$ cat config.mk
export PLATFORM = sky130hd
export DESIGN_NAME = polyline_route_length
export DESIGN_NICKNAME = d
export VERILOG_FILES = /design/src/hw/rtl/plr_pkg.sv /design/src/hw/rtl/polyline_route_length.sv /design/src/hw/rtl/plr_seg.sv
export SDC_FILE = /design/constraint.sdc
export NUM_CORES = 1
export LEC_CHECK = 0
export ABC_AREA = 1
export BUFFER_PORTS_ARGS = -buffer_cell sky130_fd_sc_hd__buf_4
export CELL_PAD_IN_SITES_DETAIL_PLACEMENT = 1
export CELL_PAD_IN_SITES_GLOBAL_PLACEMENT = 1
export CORE_ASPECT_RATIO = 0.75
export CORE_UTILIZATION = 45
export CTS_CLUSTER_DIAMETER = 30
export CTS_CLUSTER_SIZE = 16
export DETAILED_ROUTE_END_ITERATION = 8
export GPL_TIMING_DRIVEN = 0
export PLACE_DENSITY = 0.81
export SYNTH_ARGS = -nofsm -noshare
export SYNTH_HDL_FRONTEND = slang
export SYNTH_SLANG_ARGS = --single-unit
export TNS_END_PERCENT = 100
$ cat constraint.sdc
create_clock -name clk -period 9.13 [get_ports clk]
set_clock_uncertainty 0.05 [all_clocks]
set_input_delay 1.3695 -clock clk [delete_from_list [all_inputs] [get_ports clk]]
set_output_delay 1.3695 -clock clk [all_outputs]
set_load 0.1 [all_outputs]
$ cat src/hw/rtl/plr_pkg.sv
// Shared types for the polyline route length block.
`timescale 1ns / 1ps

package plr_pkg;

    typedef struct packed {
        logic busy;
        logic done;
    } seg_status_t;

endpackage

$ cat src/hw/rtl/polyline_route_length.sv
// Top level: per-route Euclidean polyline length with saturating sum.
`timescale 1ns / 1ps
// A point with a predecessor in its route passes through the segment step (bit-serial
// squaring, then square root in plr_seg) before the finish step; a first point goes straight to finish.
// A new point is taken only in the idle step, after the last point has finished;
// the bit-serial squaring and square root in plr_seg set the pace.
// A route end waits in the finish step while the previous total is still pending.
// Reset: rst_n clears all state; route counter, sum and flags start at zero.

module polyline_route_length #(
    parameter int COORD_BITS       = 24,
    parameter int SUM_BITS         = 40,
    parameter int ROUTE_COUNT_BITS = 16
) (
    input  logic                        clk,
    input  logic                        rst_n,
    input  logic                        in_valid,
    output logic                        in_ready,
    input  logic [COORD_BITS-1:0]       pos_x,
    input  logic [COORD_BITS-1:0]       pos_y,
    input  logic                        route_last,
    input  logic                        stream_last,
    output logic                        out_valid,
    input  logic                        out_ready,
    output logic [ROUTE_COUNT_BITS-1:0] route_number,
    output logic [SUM_BITS-1:0]         route_length,
    output logic                        length_saturated
);

    localparam int SEG_BITS = COORD_BITS + 1;
    localparam int ADD_BITS = ((SUM_BITS > SEG_BITS) ? SUM_BITS : SEG_BITS) + 1;

    typedef enum logic [1:0] {
        S_IDLE,
        S_SEG,
        S_FIN
    } top_state_t;

    top_state_t                  state_reg;
    logic [COORD_BITS-1:0]       prev_x_reg;
    logic [COORD_BITS-1:0]       prev_y_reg;
    logic                        have_prev_reg;
    logic                        add_reg;
    logic                        end_reg;
    logic                        stream_reg;
    logic [SUM_BITS-1:0]         sum_reg;
    logic                        clip_reg;
    logic [ROUTE_COUNT_BITS-1:0] count_reg;
    logic                        out_valid_reg;
    logic [ROUTE_COUNT_BITS-1:0] route_number_reg;
    logic [SUM_BITS-1:0]         route_length_reg;
    logic                        length_saturated_reg;

    logic                        accept;
    logic                        seg_start;
    logic [COORD_BITS:0]         dx_diff;
    logic [COORD_BITS:0]         dy_diff;
    logic [COORD_BITS:0]         dx_neg;
    logic [COORD_BITS:0]         dy_neg;
    logic [COORD_BITS-1:0]       ax;
    logic [COORD_BITS-1:0]       ay;
    plr_pkg::seg_status_t        seg_stat;
    logic [SEG_BITS-1:0]         seg;
    logic [ADD_BITS-1:0]         total;
    logic                        overflow;
    logic [SUM_BITS-1:0]         sum_next;
    logic                        clip_next;
    logic                        slot_free;

    assign in_ready  = (state_reg == S_IDLE);
    assign accept    = in_valid && in_ready;
    assign seg_start = accept && have_prev_reg;
    assign slot_free = !out_valid_reg || out_ready;

    always_comb
    begin
        dx_diff   = {pos_x[COORD_BITS-1], pos_x} - {prev_x_reg[COORD_BITS-1], prev_x_reg};
        dy_diff   = {pos_y[COORD_BITS-1], pos_y} - {prev_y_reg[COORD_BITS-1], prev_y_reg};
        dx_neg    = (~dx_diff) + (COORD_BITS + 1)'(1);
        dy_neg    = (~dy_diff) + (COORD_BITS + 1)'(1);
        ax        = dx_diff[COORD_BITS] ? dx_neg[COORD_BITS-1:0] : dx_diff[COORD_BITS-1:0];
        ay        = dy_diff[COORD_BITS] ? dy_neg[COORD_BITS-1:0] : dy_diff[COORD_BITS-1:0];
        total     = ADD_BITS'(sum_reg) + ADD_BITS'(seg);
        overflow  = |total[ADD_BITS-1:SUM_BITS];
        if (!add_reg)
        begin
            sum_next  = sum_reg;
            clip_next = clip_reg;
        end
        else if (overflow)
        begin
            sum_next  = '1;
            clip_next = 1'b1;
        end
        else
        begin
            sum_next  = total[SUM_BITS-1:0];
            clip_next = clip_reg;
        end
    end

    plr_seg #(
        .COORD_BITS (COORD_BITS)
    ) u_seg (
        .clk    (clk),
        .rst_n  (rst_n),
        .start  (seg_start),
        .ax     (ax),
        .ay     (ay),
        .status (seg_stat),
        .seg    (seg)
    );

    always_ff @(posedge clk or negedge rst_n)
    begin
        if (!rst_n)
        begin
            state_reg            <= S_IDLE;
            prev_x_reg           <= '0;
            prev_y_reg           <= '0;
            have_prev_reg        <= 1'b0;
            add_reg              <= 1'b0;
            end_reg              <= 1'b0;
            stream_reg           <= 1'b0;
            sum_reg              <= '0;
            clip_reg             <= 1'b0;
            count_reg            <= '0;
            out_valid_reg        <= 1'b0;
            route_number_reg     <= '0;
            route_length_reg     <= '0;
            length_saturated_reg <= 1'b0;
        end
        else
        begin
            if (out_valid_reg && out_ready && !((state_reg == S_FIN) && end_reg))
            begin
                out_valid_reg <= 1'b0;
            end
            case (state_reg)
                S_IDLE:
                begin
                    if (accept)
                    begin
                        prev_x_reg    <= pos_x;
                        prev_y_reg    <= pos_y;
                        have_prev_reg <= 1'b1;
                        add_reg       <= have_prev_reg;
                        end_reg       <= route_last || stream_last;
                        stream_reg    <= stream_last;
                        state_reg     <= have_prev_reg ? S_SEG : S_FIN;
                    end
                end
                S_SEG:
                begin
                    if (seg_stat.done)
                    begin
                        state_reg <= S_FIN;
                    end
                end
                S_FIN:
                begin
                    if (!end_reg)
                    begin
                        sum_reg   <= sum_next;
                        clip_reg  <= clip_next;
                        state_reg <= S_IDLE;
                    end
                    else if (slot_free)
                    begin
                        out_valid_reg        <= 1'b1;
                        route_number_reg     <= count_reg;
                        route_length_reg     <= sum_next;
                        length_saturated_reg <= clip_next;
                        sum_reg              <= '0;
                        clip_reg             <= 1'b0;
                        have_prev_reg        <= 1'b0;
                        count_reg            <= stream_reg ? '0 : count_reg + 1'b1;
                        state_reg            <= S_IDLE;
                    end
                end
                default:
                begin
                    state_reg <= S_IDLE;
                end
            endcase
        end
    end

    assign out_valid        = out_valid_reg;
    assign route_number     = route_number_reg;
    assign route_length     = route_length_reg;
    assign length_saturated = length_saturated_reg;

`ifndef SYNTHESIS
    a_out_from_fin: assert property (@(posedge clk) disable iff (!rst_n)
        $rose(out_valid_reg) |-> $past(state_reg == S_FIN))
        else $error("result appeared outside finish step");

    a_sat_value: assert property (@(posedge clk) disable iff (!rst_n)
        out_valid_reg && length_saturated_reg |-> route_length_reg == {SUM_BITS{1'b1}})
        else $error("saturated result not at maximum");

    a_clip_holds: assert property (@(posedge clk) disable iff (!rst_n)
        clip_reg |-> sum_reg == {SUM_BITS{1'b1}})
        else $error("clipped sum left its maximum");

    a_seg_active: assert property (@(posedge clk) disable iff (!rst_n)
        state_reg == S_SEG |-> seg_stat.busy || seg_stat.done)
        else $error("waiting on idle segment unit");

    a_idle_unit: assert property (@(posedge clk) disable iff (!rst_n)
        in_ready |-> !seg_stat.busy)
        else $error("transfer possible while segment unit busy");
`endif

endmodule

$ cat src/hw/rtl/plr_seg.sv
// Bit-serial segment length unit: shift-add squares, then a restoring square root.
`timescale 1ns / 1ps

module plr_seg #(
    parameter int COORD_BITS = 24
) (
    input  logic                    clk,
    input  logic                    rst_n,
    input  logic                    start,
    input  logic [COORD_BITS-1:0]   ax,
    input  logic [COORD_BITS-1:0]   ay,
    output plr_pkg::seg_status_t    status,
    output logic [COORD_BITS:0]     seg
);

    localparam int SEG_BITS  = COORD_BITS + 1;
    localparam int PROD_BITS = 2 * COORD_BITS;
    localparam int ACC_BITS  = PROD_BITS + 1;
    localparam int RAD_BITS  = PROD_BITS + 2;
    localparam int REM_BITS  = COORD_BITS + 2;
    localparam int CAND_BITS = COORD_BITS + 4;
    localparam int CNT_BITS  = $clog2(COORD_BITS + 1);

    typedef enum logic [1:0] {
        ST_IDLE,
        ST_MUL,
        ST_ROOT,
        ST_DONE
    } seg_state_t;

    seg_state_t            state_reg;
    logic [CNT_BITS-1:0]   cnt_reg;
    logic [COORD_BITS-1:0] mx_reg;
    logic [COORD_BITS-1:0] my_reg;
    logic [PROD_BITS-1:0]  cx_reg;
    logic [PROD_BITS-1:0]  cy_reg;
    logic [ACC_BITS-1:0]   acc_reg;
    logic [RAD_BITS-1:0]   rad_reg;
    logic [REM_BITS-1:0]   rem_reg;
    logic [SEG_BITS-1:0]   root_reg;

    logic [PROD_BITS-1:0]  part_x;
    logic [PROD_BITS-1:0]  part_y;
    logic [ACC_BITS-1:0]   acc_next;
    logic [CAND_BITS-1:0]  cand;
    logic [CAND_BITS-1:0]  trial;
    logic [CAND_BITS-1:0]  diff;
    logic                  fits;
    logic [REM_BITS-1:0]   rem_next;
    logic [SEG_BITS-1:0]   root_next;

    always_comb
    begin
        part_x    = mx_reg[0] ? cx_reg : '0;
        part_y    = my_reg[0] ? cy_reg : '0;
        acc_next  = acc_reg + ACC_BITS'(part_x) + ACC_BITS'(part_y);
        cand      = {rem_reg, rad_reg[RAD_BITS-1 -: 2]};
        trial     = {1'b0, root_reg, 2'b01};
        diff      = cand - trial;
        fits      = (cand >= trial);
        rem_next  = fits ? diff[REM_BITS-1:0] : cand[REM_BITS-1:0];
        root_next = {root_reg[SEG_BITS-2:0], fits};
    end

    always_ff @(posedge clk or negedge rst_n)
    begin
        if (!rst_n)
        begin
            state_reg <= ST_IDLE;
            cnt_reg   <= '0;
            mx_reg    <= '0;
            my_reg    <= '0;
            cx_reg    <= '0;
            cy_reg    <= '0;
            acc_reg   <= '0;
            rad_reg   <= '0;
            rem_reg   <= '0;
            root_reg  <= '0;
        end
        else if (start)
        begin
            state_reg <= ST_MUL;
            cnt_reg   <= CNT_BITS'(COORD_BITS - 1);
            mx_reg    <= ax;
            my_reg    <= ay;
            cx_reg    <= PROD_BITS'(ax);
            cy_reg    <= PROD_BITS'(ay);
            acc_reg   <= '0;
        end
        else
        begin
            case (state_reg)
                ST_MUL:
                begin
                    acc_reg <= acc_next;
                    mx_reg  <= mx_reg >> 1;
                    my_reg  <= my_reg >> 1;
                    cx_reg  <= cx_reg << 1;
                    cy_reg  <= cy_reg << 1;
                    if (cnt_reg == '0)
                    begin
                        state_reg <= ST_ROOT;
                        cnt_reg   <= CNT_BITS'(COORD_BITS);
                        rad_reg   <= {1'b0, acc_next};
                        rem_reg   <= '0;
                        root_reg  <= '0;
                    end
                    else
                    begin
                        cnt_reg <= cnt_reg - 1'b1;
                    end
                end
                ST_ROOT:
                begin
                    rem_reg  <= rem_next;
                    root_reg <= root_next;
                    rad_reg  <= rad_reg << 2;
                    if (cnt_reg == '0)
                    begin
                        state_reg <= ST_DONE;
                    end
                    else
                    begin
                        cnt_reg <= cnt_reg - 1'b1;
                    end
                end
                default:
                begin
                    state_reg <= state_reg;
                end
            endcase
        end
    end

    assign status.busy = (state_reg == ST_MUL) || (state_reg == ST_ROOT);
    assign status.done = (state_reg == ST_DONE);
    assign seg         = root_reg;

endmodule

Yosys cells after proc, flatten, opt, wreduce, memory -nomap -nowiden
Index checks and enable logic that the tools add are counted.

cells by class
  equality and inequality tests = 15
  $add $sub $neg = 10
  muxes and demuxes = 51
  bitwise operators = 3
  reduce and logical (&&, ||, !) cells = 23
  magnitude comparators = 1

operators by type and width
  kind                     count
  $mux W48                 6
  $mux W40                 4
  $mux W24                 6
  $pmux W50 S2             1
  $add A49 B48 Y49         2
  $mux W49                 2
  $mux W26                 2
  $pmux W26 S2             1
  $mux W50                 1
  $pmux W25 S2             1
  $sub A24 B24 Y25         2
  $add A24 B1 Y24 const B  2
  $not A24 Y24             2
  $add A40 B25 Y41         1
  $ge A28 B27 Y1           1
  $sub A26 B26 Y26         1
  $mux W25                 1
  $add A16 B1 Y16 const B  1
  $mux W16                 1
  $mux W2                  8
  $mux W5                  3
  $reduce_and A3 Y1        4
  $mux W1                  10
  $pmux W5 S2              1
  other kinds (20)         39

storage, ports and cells
  output and inout port bits = 59
  logic and storage cells = 127
  register bits after elaboration = 470
  input bits = 54

Depth between registers and ports, before layout
Gate-level depths: netlist (run 1).

  word-level depth = 8
  gate-level depth with buffers = 22
  mapped depth without buffers = 21

By module
A second synthesis (run 1) with hierarchy kept.

unflattened totals
  cells, all modules = 4895
  area, all modules = 33667.3 µm²

modules (own cells, without submodules)
  module                 area each (µm²)  instances  cells each
  plr_seg                20241.9          1          2864
  polyline_route_length  13425.4          1          2031

Worst setup path after synthesis (run 1)
OpenSTA, ideal clock, no wires.

  path kind = flip-flop to flip-flop
  start = register u_seg.mx_reg[0]
  end = register u_seg.rad_reg[37]
  data required time = 8.960 ns
  cell stages (with the launch flop) = 20
  slack = 5.527 ns
  data arrival time = 3.432 ns
  buffers on the path = 2
  library setup time = 0.120 ns
  cell sequence = dfrtp_1 clkbuf_1 buf_1 nand2_1 fa_1 inv_1 ha_1 inv_1 fa_1 inv_1 nand3_1 nand2_1 nand2_1 and2_1 o21ai_1 a21oi_1 inv_1 a21oi_1 or2_1 a31o_2

between the ends
  word-level cells in the longest chain between the ends = 5

RTL lines
  item                            RTL line        RTL
  start, declared                 plr_seg.sv:33   logic [COORD_BITS-1:0] mx_reg;
  start signal, assigned          plr_seg.sv:96   mx_reg <= mx_reg >> 1;
  $mux W48                        plr_seg.sv:54   part_x = mx_reg[0] ? cx_reg : '0;
  $add A49 B48 Y49 (2 in series)  plr_seg.sv:56   acc_next = acc_reg + ACC_BITS'(part_x) + ACC_BITS'(part_y);
  $mux W50                        plr_seg.sv:100  if (cnt_reg == '0)
  $pmux W50 S2                    plr_seg.sv:92   case (state_reg)
  end signal, assigned            plr_seg.sv:104  rad_reg <= {1'b0, acc_next};
  end signal, assigned            plr_seg.sv:117  rad_reg <= rad_reg << 2;
  end, declared                   plr_seg.sv:38   logic [RAD_BITS-1:0] rad_reg;

Every way passes these cells. The select of a mux whose other input is x is not followed.
A chain may end at the register's enable or synchronous reset.

Final worst setup path (run 1)
  start = register u_seg.mx_reg[0]
  end = register u_seg.rad_reg[39]

The elaborated chain is that of the path after synthesis.

==> implementation parameters, run 1 <==
Parameter                              Value

Run status
  Outcome    complete, no violations

Routing
  Total number of vias    30197
  Remaining routing DRC violations    0
  Average detailed-routed wire length per instance    19.3 um
  Initial DRT Pass Iterations    6
  WL final    105000 um
  Count of nets left with antenna violations after detail routing    0
  Vias/cell    5.54
  DRT iter0 DRCs    1885

STA
  Unrepaired setup endpoints after global routing    no
  Final cycle utilization of the critical path    57.4%
  Sum Neg Setup Slack    0 ps
  Normalized max-slew margin    33.3%
  Maximum clock frequency    0.191 GHz
  Actual transition at the worst max-transition pin    1000 ps
  Final Slew Violations    0
  Final setup viols    0
  Final hold violation count    0
  Min Tclk post-route    5240 ps

Clock network
  Number of buffers created by CTS    101
  Clk pin slew, worst setup/hold paths    50 ps
  Max Root-Sink Buffers    3
  Clock latency at the later pin of the worst-skew pair    660 ps
  CTS Sinks    470
  # resized after CTS    0
  Number of post-CTS setup repair buffers    0
  Clock root buffer master    clkbuf_16
  Clock tree from TritonCTS    built
  Max H-tree Level    3
  Hold_buf cts    0

Die
  Initial standard-cell utilization of the core    45.6%
  Top-level I/O count    113
  X dimension of the die    306 um
  Floorplan row count    83
  Core Area    68500 um^2
  Chip Height    230 um
  Area enclosed by the die boundary    70500 um^2

Synthesis
  Number of flops mapped to enable cells by yosys    0
  Total of flip-flops plus latches after synthesis    470
  Share of the yosys chip area belonging to registers    37.6%
  Top cell type's share of synthesized area    37.6%
  Post-synthesis simple-gate area fraction    25.3%
  Combinational family with the most area after synthesis    simple AND/OR/NAND/NOR gates
  Average cell area after synthesis    7.34 um^2
  Area fraction in compound gates after synthesis    15.6%
  Most common flop cell mapped by yosys    dfrtp_1
  Cell taking the most area after synthesis    dfrtp_1
  Count of different cell masters after synthesis    58
  Total nets after synthesis    4516
  Xor/xnor cell area share of the yosys netlist    2.38%
  Post-synthesis adder-cell area fraction    9.50%
  Synth Warn #    0
  Share of synthesized area spent on multiplexers    0%
  Post-synthesis cell area    31200 um^2
  Share of flip-flops with an asynchronous set or reset after synthesis    100%
  Synth area leaders    dfrtp_1 (38%), nand2_1 (14%), inv_1 (7.5%)
  Synthesized instance count    4256

Global routing
  Most utilized layer in the global route result    met2
  Largest net degree at the start of global routing    114
  Total track usage    30.2%
  Number of antenna violations at the first check in global routing    2
  Wire length of the first global-routing pass    171000 um
  Met3 track demand over resource in global routing    5.49%
  Met2 capacity usage during global routing    48.5%
  Overall overflow remaining after global route    0
  Vias in the first global route    31755
  Met1 Use GR    42.0%

Worst setup path
  Capture point of the worst reg-to-reg path    u_seg.rad_reg[39]
  Maximum fanout encountered on the critical timing path    10
  Setup Crit Path Kind    reg -> reg
  Setup crit end kind    register
  Data arrival, critical path    5730 ps
  Startpoint Class    register
  Flop2flop setup slack    3890 ps
  Required time of the critical path    9610 ps
  Depth of the worst register-to-register path    22
  Reg-to-reg startpoint    u_seg.mx_reg[0]

Worst hold path
  Worst hold path stage count    1
  Startpoint of the worst hold path    count_reg[15]
  Endpoint of the worst hold-timing path    count_reg[15]
  Worst hold path class    reg -> reg

Placed design
  Total half-perimeter wirelength after legalization and detailed placement    79800 um
  Port Buffer Count    112
  Placed Instance Area    33300 um^2
  GP Congestion    0.948

Job
  Number of violations of the max-capacitance limit    0

Final layout
  Fill cell count    8562
  Leading cell types in the layout, fill and taps excluded    nand2_1 (1180), inv_1 (622), dfrtp_1 (470)
  Share of post-route cells with drive strength above 1    9.47%
  Synthesis-to-finish area growth    18.1%
  Final instance area    36900 um^2
  Fin nets    4735
  Most common library cell in the layout ignoring fill and taps    nand2_1
  Flip-flop count of the largest register after layout    50

Power and ir drop
  Maximum ir drop on the vdd rail    213 uV
  Static leakage    18.4 nW
  Power Dens Cells    424 nW/um^2
-- kinds of logic after synthesis --
kind of cell	after synthesis
xor+xnor	84
buf+inv	771
flops	470
fa+ha+maj	206
compound gates	842
simple gates	1883
-- cells in the mapped netlist, types with 10 or more instances --
cell and n:
a21o_1 16, nand2_1 1180, buf_2 25, or2_2 15, a21oi_1 220, nand3_1 270
o211ai_1 57, buf_1 15, dfrtp_1 470, inv_1 622, nand3b_1 16, ha_1 154
a31oi_1 17, nand3_2 10, clkbuf_1 83, fa_1 52, xnor2_1 31, a21oi_2 17
nand4_1 31, nor2_1 262, nor4_1 12, o21bai_1 20, nor3_1 38, nor2_2 12
o22ai_1 133, o221ai_1 15, inv_2 13, xor2_1 52, nand2_2 16, o21ai_0 304
-- how the worst max path moves through the flow --
| stage | startpoint | to | cells past startpoint |
|---|---|---|---|
| floorplan | u_seg.mx_reg[0] | u_seg.rad_reg[37] | 19 |
| finish | u_seg.mx_reg[0] | u_seg.rad_reg[39] | 22 |
| detailed placement | u_seg.mx_reg[0] | u_seg.acc_reg[31] | 19 |
| CTS | u_seg.mx_reg[0] | u_seg.rad_reg[39] | 22 |
| global route | u_seg.mx_reg[0] | u_seg.acc_reg[30] | 17 |
| global placement | rst_n | u_seg.cy_reg[29] | 1 |
-- area by class of cell --
class                   count  area, um^2  share of cell area (%)
plain buffers             132         594                    1.61
clock buffers             126        2750                    7.46
flip-flops and latches    470       11800                    31.9
diodes                      1        2.50                 0.00678
multi-input cells        3015       16500                    44.7
clock inverters            63         812                    2.20
well taps                 892        1120                    3.03
repair buffers            116         958                    2.60
inverters                 639        2400                    6.51
-- through the flow --
step / util [%] / setup WS [ps] / power, W / hold WS (ps) / instances
after global routing: 53.8 / 3600 / 0.0167 / 449 / 5453
after detailed placement: 48.6 / 4100 / 0.0116 / 419 / 5264
after CTS: 53.8 / 4020 / 0.0156 / 432 / 5453
after global placement: 48.4 / 1490 / 0.0113 / 403 / 5260
after floorplan: - / 5530 / 0.00915 / 384 / 4256
final: 53.8 / 3890 / 0.0156 / 429 / 5454
-- metal layers --
| metal | wire length [um] | part of all wire (%) |
|---|---|---|
| met1 | 49500 | 47 |
| met5 | 18 | 0.017 |
| met2 | 47900 | 45 |
| met3 | 5660 | 5.4 |
| met4 | 2220 | 2.1 |
-- worst max-delay path, stage by stage (launching register included) --
cell and delay, ps:
dfrtp_1 680, clkbuf_1 470, buf_1 360, nand2_1 140, fa_1 450, inv_1 70
ha_1 190, inv_1 60, fa_1 400, inv_1 130, nand3_1 80, nand2_1 140
a21oi_1 120, o21ai_1 360, nand2_1 100, nand2_1 200, a21boi_1 160, o21ai_0 460
nand2_1 180, nand2_1 100, nand2_1 70, nand3_1 90, nand2_1 70
-- power breakdown --
group | switching (W) | internal [W] | leakage (nW) | total, W
sequential | 0.000448 | 0.00278 | 6.14 | 0.00323
combinational | 0.00608 | 0.00251 | 10.6 | 0.00858
clock | 0.00127 | 0.00256 | 1.70 | 0.00383
Note: power is estimated with default switching activity, not from simulation.
==> inputs of run 2 (changes only) <==
Settings changed: ABC_AREA 1 to 0, CORE_UTILIZATION 45 to 44, PLACE_DENSITY 0.81 to 0.8.
Clock period 9.13 ns to 4.64 ns, I/O delays scaled along.
==> implementation parameters, run 2 <==
Parameter                              Value

Routing
  Remaining routing DRC violations    0
  DRT iter0 DRCs    2155
  WL final    107000 um
  Average detailed-routed wire length per instance    21.9 um
  Initial DRT Pass Iterations    5
  Vias/cell    5.93
  Count of nets left with antenna violations after detail routing    0
  Total number of vias    28935

Die
  Initial standard-cell utilization of the core    44.5%
  Area enclosed by the die boundary    72000 um^2
  X dimension of the die    309 um
  Core Area    70100 um^2
  Top-level I/O count    113
  Floorplan row count    84
  Chip Height    233 um

Synthesis
  Most common flop cell mapped by yosys    dfrtp_1
  Number of flops mapped to enable cells by yosys    0
  Cell taking the most area after synthesis    dfrtp_1
  Total nets after synthesis    3878
  Synth Warn #    0
  Post-synthesis cell area    31200 um^2
  Count of different cell masters after synthesis    81
  Synth area leaders    dfrtp_1 (38%), ha_1 (6.2%), mux2i_1 (5.9%)
  Total of flip-flops plus latches after synthesis    470
  Top cell type's share of synthesized area    37.7%
  Share of flip-flops with an asynchronous set or reset after synthesis    100%
  Most frequent cell after synthesis    dfrtp_1
  Share of the yosys chip area belonging to registers    37.7%
  Average cell area after synthesis    8.62 um^2
  Synthesized instance count    3618
  Leading post-synthesis cells by instance count    dfrtp_1 (470), nand2_1 (443), a21oi_1 (298)

Final layout
  Flip-flop count of the largest register after layout    50
  Share of post-route cells with drive strength above 1    9.91%
  Leading cell types in the layout, fill and taps excluded    dfrtp_1 (469), nand2_1 (443), a21oi_1 (291)
  Most common library cell in the layout ignoring fill and taps    dfrtp_1
  Synthesis-to-finish area growth    20.2%
  Fin nets    4107

Worst hold path
  Endpoint of the worst hold-timing path    prev_x_reg[4]
  Worst hold path class    in -> reg
  Startpoint of the worst hold path    pos_x[4]
  Worst hold path stage count    3

Clock network
  Max Root-Sink Buffers    3
  Clock root buffer master    clkbuf_16
  CTS Sinks    470
  Clock tree from TritonCTS    built
  Number of buffers created by CTS    106
  Clock latency at the later pin of the worst-skew pair    690 ps
  Clk pin slew, worst setup/hold paths    50 ps
  Max H-tree Level    3

Worst setup path
  Reg-to-reg startpoint    u_seg.mx_reg[0]
  Maximum fanout encountered on the critical timing path    10
  Data arrival, critical path    4980 ps
  Setup Crit Path Kind    reg -> reg
  Critical path's largest stage delay    490 ps
  Flop2flop setup slack    140 ps
  Depth of the worst register-to-register path    16
  Startpoint Class    register
  Critical path cell sequence    buf_12, clkbuf_4, nand2_1, fa_1, inv_1, ha_1, a21o_1, a2111oi_2, o21ai_0, a22o_1, o21ai_4, a31oi_2, nor3b_2, o41ai_4, mux2i_1, a211oi_1
  Required time of the critical path    5120 ps
  Capture point of the worst reg-to-reg path    u_seg.acc_reg[45]
  Setup crit end kind    register
  Critical-path cell with the highest stage delay    fa_1

STA
  Final cycle utilization of the critical path    96.9%
  Final hold violation count    0
  Normalized max-slew margin    24.4%
  Sum Neg Setup Slack    0 ps
  Final Slew Violations    0
  Final setup viols    0
  Actual transition at the worst max-transition pin    1130 ps
  Min Tclk post-route    4500 ps
  Unrepaired setup endpoints after global routing    yes
  Maximum clock frequency    0.222 GHz

Placed design
  GP Congestion    0.909
  Port Buffer Count    112
  Total half-perimeter wirelength after legalization and detailed placement    74700 um

Global routing
  Vias in the first global route    30285
  Total track usage    29.9%
  Overall overflow remaining after global route    0
  Largest net degree at the start of global routing    116
  Wire length of the first global-routing pass    170000 um
  Number of antenna violations at the first check in global routing    2

Run status
  Outcome    complete, no violations

Job
  Number of violations of the max-capacitance limit    0
run 2: changes by cell type in the layout (fill, tap and decap cells not counted), moves of 60 or more:
cell      change
a21oi_1      +71
clkbuf_1     +63
inv_1       -355
mux2i_1     +184
nand2_1     -737
nand3_1     -163
o22ai_1     -118
xnor2_1      +60
run 2: cells by family (layout without fill, tap and decap cells):
| logic type | after synthesis | in the layout | share of synthesized area (%) |
|---|---|---|---|
| simple gates | 1127 | 1127 | 16.4 |
| other cells | 0 | 1 | 0 |
| buf+inv | 459 | 777 | 5.56 |
| mux | 196 | 196 | 6.34 |
| flops | 470 | 470 | 37.7 |
| fa+ha+maj | 206 | 206 | 9.51 |
| xor+xnor | 157 | 157 | 4.41 |
| compound gates | 1003 | 1003 | 20.0 |
run 2: metrics by stage:
stage	cell area [um^2]	worst slack [ps]	hold slack (ps)	instances	utilization [%]
after floorplan	31200	497	350	3618	-
after global placement	33200	-2320	410	4676	47.4
after detailed placement	33400	-1430	419	4681	47.6
after CTS	37400	7.85	150	4881	53.4
after global routing	37500	-28.9	190	4882	53.5
final	37500	143	185	4883	53.5
run 2: critical path, delay by kind of cell (launching register included):
family	cells	cell delay, ps
compound gates	8	2030
fa+ha+maj	2	860
flops	1	450
buf+inv	3	390
simple gates	2	320
mux	1	230
run 2: per-layer routing:
metal  global-route usage (%)  share of wire, %  vias up
li1                         -                 -    13161
met1                     40.5                45    14704
met2                     48.4                46      859
met3                     4.53               5.6      209
met4                     10.7               3.1        2
met5                        0             0.011        -
run 2: how the worst max path moves through the flow:
| stage | startpoint | endpoint | slack [ps] | depth (start not counted) |
|---|---|---|---|---|
| 6_report | u_seg.mx_reg[0] | u_seg.acc_reg[45] | 140 | 16 |
| 3_5_place_dp | u_seg.mx_reg[0] | u_seg.acc_reg[47] | -1430 | 18 |
| 3_3_place_gp | rst_n | u_seg.cy_reg[27] | -2320 | 1 |
| 4_1_cts | u_seg.mx_reg[0] | u_seg.rad_reg[45] | 8 | 15 |
| 5_1_grt | u_seg.my_reg[0] | u_seg.rad_reg[48] | -30 | 15 |
| 2_1_floorplan | u_seg.mx_reg[0] | u_seg.rad_reg[47] | 500 | 18 |
run 2: final cells by class:
cell class	instances	area [um^2]
Antenna cell	1	2.50
Buffer	187	754
Clock buffer	127	2870
Clock inverter	70	1010
Fill cell	8185	32600
Inverter	268	1010
Multi-Input combinational cell	2689	17900
Sequential cell	470	11800
Tap cell	946	1180
Timing Repair Buffer	125	1040
run 2: what timing repair did:
action,4_1_cts,5_1_grt
endpoints found under the setup margin,72,21
gates cloned,0,0
resized for setup,36,20
endpoints found under the hold margin,20,0
buffers inserted,2,5
hold buffers,1,0
pin swaps,4,8
Power of run 2 is not shown: default switching activity piles up to over one toggle a cycle in this logic, so the estimate is an artifact.
